--- src/hdl/buddy_block_allocator_macros.svh ---
// assertion macros for the buddy block allocator
// used by the rtl files that carry concurrent checks
`ifndef BUDDY_BLOCK_ALLOCATOR_MACROS_SVH
`define BUDDY_BLOCK_ALLOCATOR_MACROS_SVH

// check on an explicit clock and active-low reset
`define BBA_ASSERT_CLK(lbl, clk, rstn, prop) \
  lbl: assert property (@(posedge clk) disable iff (!rstn) (prop)) \
    else $error("bba assertion failed");

// check on the module's own clk_i and rst_ni
`define BBA_ASSERT(lbl, prop) `BBA_ASSERT_CLK(lbl, clk_i, rst_ni, prop)

`endif

--- src/hdl/bba_pkg.sv ---
// shared types and constants of the buddy block allocator
// no dependencies
`default_nettype none

package bba_pkg;

  localparam int unsigned DefLog2PoolUnits = 10;
  localparam int unsigned DefOwnerCount    = 256;
  localparam int unsigned LvlW             = 5;

  localparam logic CMD_ALLOC = 1'b0;
  localparam logic CMD_FREE  = 1'b1;

  typedef logic [LvlW-1:0] lvl_t;

  typedef struct packed {
    logic        command;
    logic [7:0]  owner_id;
    logic [11:0] request_size;
  } bba_req_t;

  typedef struct packed {
    logic        ok;
    logic [10:0] granted_size;
    logic [9:0]  block_start;
  } bba_rsp_t;

  typedef enum logic [1:0] {
    KIND_ALLOC,
    KIND_FREE,
    KIND_REJECT
  } bba_kind_e;

  // classified command handed from front to back
  typedef struct packed {
    bba_kind_e  kind;
    logic [7:0] owner_id;
    lvl_t       want;
  } bba_job_t;

  typedef enum logic [3:0] {
    ST_CLEAR,
    ST_IDLE,
    ST_A_ROOT,
    ST_A_NODE,
    ST_A_KIDS,
    ST_A_FAIL,
    ST_A_SIB,
    ST_A_MARK,
    ST_F_LOOK,
    ST_F_READ,
    ST_F_UPD,
    ST_RESP
  } bba_state_e;

endpackage

`default_nettype wire

--- src/hdl/bba_fifo.sv ---
// two-entry queue of classified commands between front and back
// depends on bba_pkg
`default_nettype none

module bba_fifo
  import bba_pkg::*;
(
  input  wire logic     clk_i,
  input  wire logic     rst_ni,
  input  wire logic     push_i,
  input  wire bba_job_t push_data_i,
  output logic          full_o,
  input  wire logic     pop_i,
  output bba_job_t      head_o,
  output logic          head_valid_o
);

  bba_job_t   ent_q [2];
  logic       wr_q, wr_d;
  logic       rd_q, rd_d;
  logic [1:0] cnt_q, cnt_d;

  always_comb begin
    wr_d  = wr_q ^ push_i;
    rd_d  = rd_q ^ pop_i;
    cnt_d = cnt_q + 2'(push_i) - 2'(pop_i);
  end

  always_ff @(posedge clk_i or negedge rst_ni) begin
    if (!rst_ni) begin
      wr_q  <= 1'b0;
      rd_q  <= 1'b0;
      cnt_q <= 2'd0;
    end else begin
      wr_q  <= wr_d;
      rd_q  <= rd_d;
      cnt_q <= cnt_d;
    end
  end

  always_ff @(posedge clk_i) begin
    if (push_i) begin
      ent_q[wr_q] <= push_data_i;
    end
  end

  assign full_o       = cnt_q[1];
  assign head_valid_o = (cnt_q != 2'd0);
  assign head_o       = ent_q[rd_q];

endmodule

`default_nettype wire

--- src/hdl/bba_front.sv ---
// front end: accepts commands, checks owner and size, rounds size to a level
// depends on bba_pkg and bba_fifo
`default_nettype none

module bba_front
  import bba_pkg::*;
#(
  parameter int unsigned Log2PoolUnits = DefLog2PoolUnits,
  parameter int unsigned OwnerCount    = DefOwnerCount
) (
  input  wire logic     clk_i,
  input  wire logic     rst_ni,
  input  wire logic     req_valid_i,
  output logic          req_ready_o,
  input  wire bba_req_t req_i,
  input  wire logic     pop_i,
  output bba_job_t      job_o,
  output logic          job_valid_o
);

  bba_job_t job;
  logic     full;
  logic     push;
  logic     size_bad;

  always_comb begin
    job          = '0;
    job.owner_id = req_i.owner_id;
    job.want     = lvl_t'(Log2PoolUnits);
    // smallest level whose block holds the request
    for (int k = int'(Log2PoolUnits) - 1; k >= 0; k--) begin
      if (32'(req_i.request_size) <= (32'd1 << k)) begin
        job.want = lvl_t'(k);
      end
    end
    size_bad = (req_i.request_size == 12'd0) ||
               (32'(req_i.request_size) > (32'd1 << Log2PoolUnits));
    if (32'(req_i.owner_id) >= OwnerCount) begin
      job.kind = KIND_REJECT;
    end else if (req_i.command == CMD_FREE) begin
      job.kind = KIND_FREE;
    end else if (size_bad) begin
      job.kind = KIND_REJECT;
    end else begin
      job.kind = KIND_ALLOC;
    end
  end

  assign req_ready_o = !full;
  assign push        = req_valid_i && !full;

  bba_fifo u_fifo (
    .clk_i       (clk_i),
    .rst_ni      (rst_ni),
    .push_i      (push),
    .push_data_i (job),
    .full_o      (full),
    .pop_i       (pop_i),
    .head_o      (job_o),
    .head_valid_o(job_valid_o)
  );

endmodule

`default_nettype wire

--- config.mk ---
export PLATFORM = sky130hd
export DESIGN_NAME = bba_front
export DESIGN_NICKNAME = d
export VERILOG_FILES = /design/src/hdl/buddy_block_allocator_macros.svh /design/src/hdl/bba_pkg.sv /design/src/hdl/bba_fifo.sv /design/src/hdl/bba_front.sv
export SDC_FILE = /design/constraint.sdc
export NUM_CORES = 1
export LEC_CHECK = 0
export BUFFER_PORTS_ARGS = -buffer_cell sky130_fd_sc_hd__buf_2
export CAP_MARGIN = 20
export CORE_MARGIN = 2
export CORE_UTILIZATION = 40
export CTS_CLUSTER_SIZE = 12
export DETAILED_ROUTE_END_ITERATION = 10
export SLEW_MARGIN = 0
export SYNTH_ARGS = -nofsm -noshare
export SYNTH_HDL_FRONTEND = slang
export SYNTH_SLANG_ARGS = --single-unit
--- constraint.sdc ---
create_clock -name clk_i -period 1.9 [get_ports clk_i]
set_input_delay 0.19 -clock clk_i [delete_from_list [all_inputs] [get_ports clk_i]]
set_output_delay 0.19 -clock clk_i [all_outputs]
set_load 0.05 [all_outputs]
==> out/qor.txt, run 1 <==
pwr dens = 1382 nW/um^2
largest net degree at the start of global routing = 15
Final TNS setup = 0 ps
Avg WL per Cell = 13.07 um
Chip Width = 65.47 um
Final Skew = 4.338 ps
Synth area leaders = edfxtp_1, mux2_2, dfrtp_1
Post-CTS Setup Repair Bufs = 0
CP startpoint = u_fifo.rd_q
part of the Yosys area used for sequential elements = 62.25%
main combinational cell family by area after synthesis = multiplexers
Clock Latency Late Sink = 280 ps
routed length on met3 = 163 um
CTS clock-pin slew for the worst setup and hold paths = 60 ps
Compound-Gate Fraction of Synth Area = 7.202%
Crit path required time = 1710 ps
total clock sinks = 32
final WL = 2641 um
post-synth top area cell = edfxtp_1
Core Rows = 22
Mapped Area = 1511 um^2
Sequential Area = 940.9 um^2
Flop pwr share = 38.1%
die height = 65.47 um
crit path max fanout = 9
post-synthesis cell count = 102
Post-synth top cells = edfxtp_1, mux2_2, inv_1, dfrtp_1, ha_1
Reg2Reg Depth = 3
DP Worst Slack = 63.61 ps
final setup margin = 117.9 ps
outcome = finished, final reports clean
vias in the first global route = 934
Final Util = 52.34%
Setup-failing EPs final = 0
final hold vios = 0
Psw = 1.062 mW
number of register bits inferred by synthesis = 32
max_cap viols = 0
# DRC = 0
clock share of power = 19.4%
main flop type after synthesis = edfxtp_1
top cell type's share of synthesized area = 55.63%
Total Routing Usage GR = 13.31%
R2R Setup Slk = 530 ps
clock buffer depth = 2
number of synthesized flops with an enable pin = 28
Initial Utilization = 41.60%
grt total ovfl = 0
asr flop ratio synth = 12.50%
syn_nets = 131
Die Area = 4286 um^2
CP Launch Type = flop
Num CTS Buffers = 5
combinational power share = 42.5%
Post-Synth XOR/XNOR Area = 2.318%
io pins = 42
internal power = 1.566 mW
Avg Synthesized Cell Area = 14.82 um^2
1st-iter DRT viols = 23
FILL cells = 346
fmax = 561.1 MHz
Antenna Nets Post-Route = 0
post-placement cell count = 193
port bufs = 40
Yosys warnings = 0
Worst VDD drop = 0.0004018 V
RR Startpoint = u_fifo.cnt_q[1]
met1 WL = 1063 um
Placer Congestion = 0.7384
synth unique cells = 37
via count = 994
Core Area = 3633 um^2
H-tree lvl count = 2
WP data arrival = 1590 ps
area of the multi-input gates = 533.0 um^2
final worst-path cycle share = 93.80%
Setup CP Type = reg -> out
synth-to-layout area growth = 25.83%
routed vias/inst = 4.921
post-route cell area = 1902 um^2
Worst Hold Class = in -> reg
ANT cells = 0
post-layout net count = 182
Pleak = 0.7533 nW
simple-gate area share of the yosys netlist = 9.685%
Placed Instance Area = 1802 um^2
Worst Setup End Kind = output port
min Tclk post-route = 1782 ps
Finished Layout Cells = 202
multiplexer share of the synthesized area = 12.50%
Top Layer Used = met4
Sw Ratio = 40.43%
share of cells above drive strength 1 = 47.40%
top-count cell post-synth = edfxtp_1
DR pass1 iterations = 3
met2 routed WL = 1362 um
Slew Limit Fails = 0
CP endpoint = job_o[1]
DP HPWL = 1923 um
unrepaired setup endpoints after global routing = no
TritonCTS clock tree = done
initial antenna violation count = 0
FF-to-FF End = u_fifo.ent_q[1][13]
clock root cell = clkbuf_8
first-pass GRT wire length = 4064 um
Synth Area in Adders = 3.311%
worst max-delay path: stages, from the launching register on:
cell and delay [ps]:
dfrtp_1 500, buf_4 240, mux2_2 350, buf_2 210
worst min-delay path by stage:
stage               startpoint                   to  slack, ps  cells past startpoint
floorplan               rst_ni      u_fifo.cnt_q[0]       -110                      0
global placement        rst_ni      u_fifo.cnt_q[1]       -0.3                      1
detailed placement      rst_ni          u_fifo.rd_q         10                      1
CTS                  req_i[13]   u_fifo.ent_q[1][6]         90                      1
global route         req_i[13]   u_fifo.ent_q[1][6]         80                      1
finish               req_i[18]  u_fifo.ent_q[1][11]        100                      1
flip-flops by register name (all words and copies together), names as in the netlist:
name	cells
u_fifo.wr_q	1
u_fifo.rd_q	1
u_fifo.cnt_q	2
u_fifo.ent_q	28
cells in the final DEF (no fill, tap or decap), types with 2 or more instances in the layout:
cell type / count
xor2_1: 2
ha_1: 4
nand2_1: 2
a211oi_1: 2
mux2i_1: 2
xnor2_1: 2
nor4_1: 2
inv_1: 6
nor3_1: 2
buf_4: 6
nor2b_1: 3
mux2_2: 15
buf_2: 40
edfxtp_1: 28
clkbuf_8: 6
nor2_1: 3
nand3_1: 2
dfrtp_1: 4
per-stage QoR:
step | power [mW] | hold WS [ps]
2_1_floorplan | 1.882 | -105.6
4_1_cts | 2.666 | 88.45
6_report | 2.628 | 102.0
3_5_place_dp | 2.148 | 11.34
3_3_place_gp | 2.125 | -0.2802
5_1_grt | 2.775 | 83.22
per-layer routing:
layer,up-vias,GRT usage [%]
li1,490,-
met2,29,23.47
met4,0,7.813
met5,-,0
met1,470,13.40
met3,5,4.795
power groups by stage:
stage	clock [mW]	sequential, mW	combinational (mW)
after floorplan	0	0.977	0.905
after global placement	0	1.01	1.12
after detailed placement	0	1.02	1.13
after CTS	0.527	1.00	1.13
after global routing	0.564	1.02	1.19
final	0.511	1.00	1.12
kinds of logic after synthesis:
group / count (synthesis)
buffers and inverters: 9
other: 1
xor gates and xnor gates: 4
adders and majority gates: 4
and+or+nand+nor: 23
DFF: 32
muxes: 17
AOI/OAI and AO/OA: 12
cell type report:
class                   instances  share of cell area, %
clock buffers                   7                  4.539
clock inverters                 1                 0.1974
inverters                       6                  1.184
multi-input cells              61                  28.03
flip-flops and latches         32                  49.47
well taps                      48                  3.158
repair buffers                 47                  13.42
timing repair:
action / 4_1_cts / 5_1_grt
hold endpoints to repair: 4 / 0
gates resized for setup: 0 / 0
hold buffers: 1 / 0
(Power assumes the default switching activity.)
==> run 2, diff against run 1 <==
--- a/config.mk
+++ b/config.mk
@@ -7,6 +7,7 @@
 export LEC_CHECK = 0
 export BUFFER_PORTS_ARGS = -buffer_cell sky130_fd_sc_hd__buf_2
 export CAP_MARGIN = 20
+export CORE_ASPECT_RATIO = 2
 export CORE_MARGIN = 2
 export CORE_UTILIZATION = 40
 export CTS_CLUSTER_SIZE = 12
==> constraint.sdc (replaced) <==
create_clock -name clk_i -period 1.9 [get_ports clk_i]
set_input_delay 0.19 -clock clk_i [delete_from_list [all_inputs] [get_ports clk_i]]
set_output_delay 0.19 -clock clk_i [all_outputs]
set_load 0.005 [all_outputs]
==> out/qor.txt, run 2 (synthesis results as in run 1) <==
vias in the first global route = 1065
Reg2Reg Depth = 3
Post-CTS Setup Repair Bufs = 0
DR pass1 iterations = 4
1st-iter DRT viols = 4
Worst Hold Class = in -> reg
final WL = 2765 um
Worst Setup End Kind = output port
WHS Endpoint = u_fifo.ent_q[0][6]
# DRC = 0
Final Skew = 3.802 ps
grt total ovfl = 0
Die Area = 4316 um^2
Core Rows = 31
first-pass GRT wire length = 4450 um
final worst-path cycle share = 87.28%
Setup CP Type = reg -> out
CTS resizes = 0
TritonCTS clock tree = done
Core Area = 3607 um^2
Pleak = 0.7526 nW
number of flip-flops in the largest register = 28
Antenna Nets Post-Route = 0
fmax = 603.0 MHz
post-layout net count = 183
io pins = 42
final hold vios = 0
FF-to-FF End = u_fifo.ent_q[1][2]
DP HPWL = 2192 um
total clock sinks = 32
initial antenna violation count = 0
die height = 90.93 um
Reg with most FFs = u_fifo.ent_q
R2R Setup Slk = 560 ps
Worst Hold Depth = 1
Avg WL per Cell = 13.55 um
ANT cells = 0
commonest non-fill, non-tap cell in the layout = buf_2
Crit path required time = 1710 ps
Placer Congestion = 0.7275
most frequent cells in the layout = buf_2, edfxtp_1, mux2_2
Worst VDD drop = 0.0006061 V
pwr dens = 1109 nW/um^2
Num CTS Buffers = 5
share of cells above drive strength 1 = 47.10%
routed vias/inst = 4.966
Fin Hold WS = 106.2 ps
largest net degree at the start of global routing = 15
outcome = finished, final reports clean
max_cap viols = 0
Total Routing Usage GR = 14.98%
Worst path max stage delay = 470 ps
port bufs = 40
via count = 1013
CP startpoint = u_fifo.rd_q
CP top delay family = flip-flops
worst path cell trace = buf_4 -> mux2_2 -> buf_2
Buf/Inv on CP = 2
hold path start = req_i[13]
clock root cell = clkbuf_8
crit path max fanout = 10
clock buffer depth = 2
cell with the largest stage delay on the worst path = dfrtp_1
WP data arrival = 1470 ps
synth-to-layout area growth = 25.74%
Setup-failing EPs final = 0
RR Startpoint = u_fifo.cnt_q[1]
Final TNS setup = 0 ps
CP Launch Type = flop
CTS clock-pin slew for the worst setup and hold paths = 60 ps
H-tree lvl count = 2
Chip Width = 47.47 um
Largest regs = u_fifo.ent_q x28, u_fifo.cnt_q x2
Initial Utilization = 41.90%
Clock Latency Late Sink = 270 ps
Slew Limit Fails = 0
unrepaired setup endpoints after global routing = no
min Tclk post-route = 1658 ps
-- run 2: metal layers --
| layer | vias up | track usage [%] | routed length, um |
|---|---|---|---|
| met1 | 484 | 11.53 | 838 |
| met5 | - | 0 | 0 |
| met4 | 0 | 9.028 | 89 |
| met3 | 6 | 3.181 | 101 |
| met2 | 28 | 28.60 | 1735 |
| li1 | 495 | - | - |
-- run 2: area by class of cell --
class / instances / area [um^2]
sequential: 32 / 940.9
multi-input combinational: 61 / 533.0
clock inverter: 1 / 3.754
clock buffer: 7 / 76.32
timing repair buffer: 48 / 262.8
tap: 49 / 61.31
fill: 339 / 1707
inverter: 6 / 22.52
-- run 2: through the flow --
step / instances / instance area, um^2 / setup WS (ps) / total power, mW / util (%)
3_5_place_dp: 195 / 1810 / 50.43 / 1.677 / 50.19
5_1_grt: 204 / 1901 / 140.0 / 2.247 / 52.69
3_3_place_gp: 195 / 1810 / 176.9 / 1.644 / 50.19
2_1_floorplan: 102 / 1511 / 344.0 / 1.386 / -
6_report: 204 / 1901 / 241.7 / 2.108 / 52.69
4_1_cts: 204 / 1901 / 204.4 / 2.148 / 52.69
-- run 2: worst max path at each step --
stage / to / slack (ps) / depth (start not counted)
6_report: job_o[1] / 240 / 3
5_1_grt: job_o[2] / 140 / 3
4_1_cts: job_o[1] / 200 / 3
3_5_place_dp: u_fifo.ent_q[0][1] / 50 / 5
3_3_place_gp: u_fifo.ent_q[0][1] / 180 / 5
2_1_floorplan: u_fifo.ent_q[0][1] / 340 / 4
-- run 2: what timing repair did --
action                                 4_1_cts  5_1_grt
setup endpoints to repair                    0        0
hold buffers                                 1        0
endpoints found under the hold margin        4        0
-- run 2: report_power, final --
part	switching [mW]	total [mW]	internal (mW)
clock	0.212	0.466	0.254
sequential	0.0587	0.992	0.933
combinational	0.303	0.650	0.346
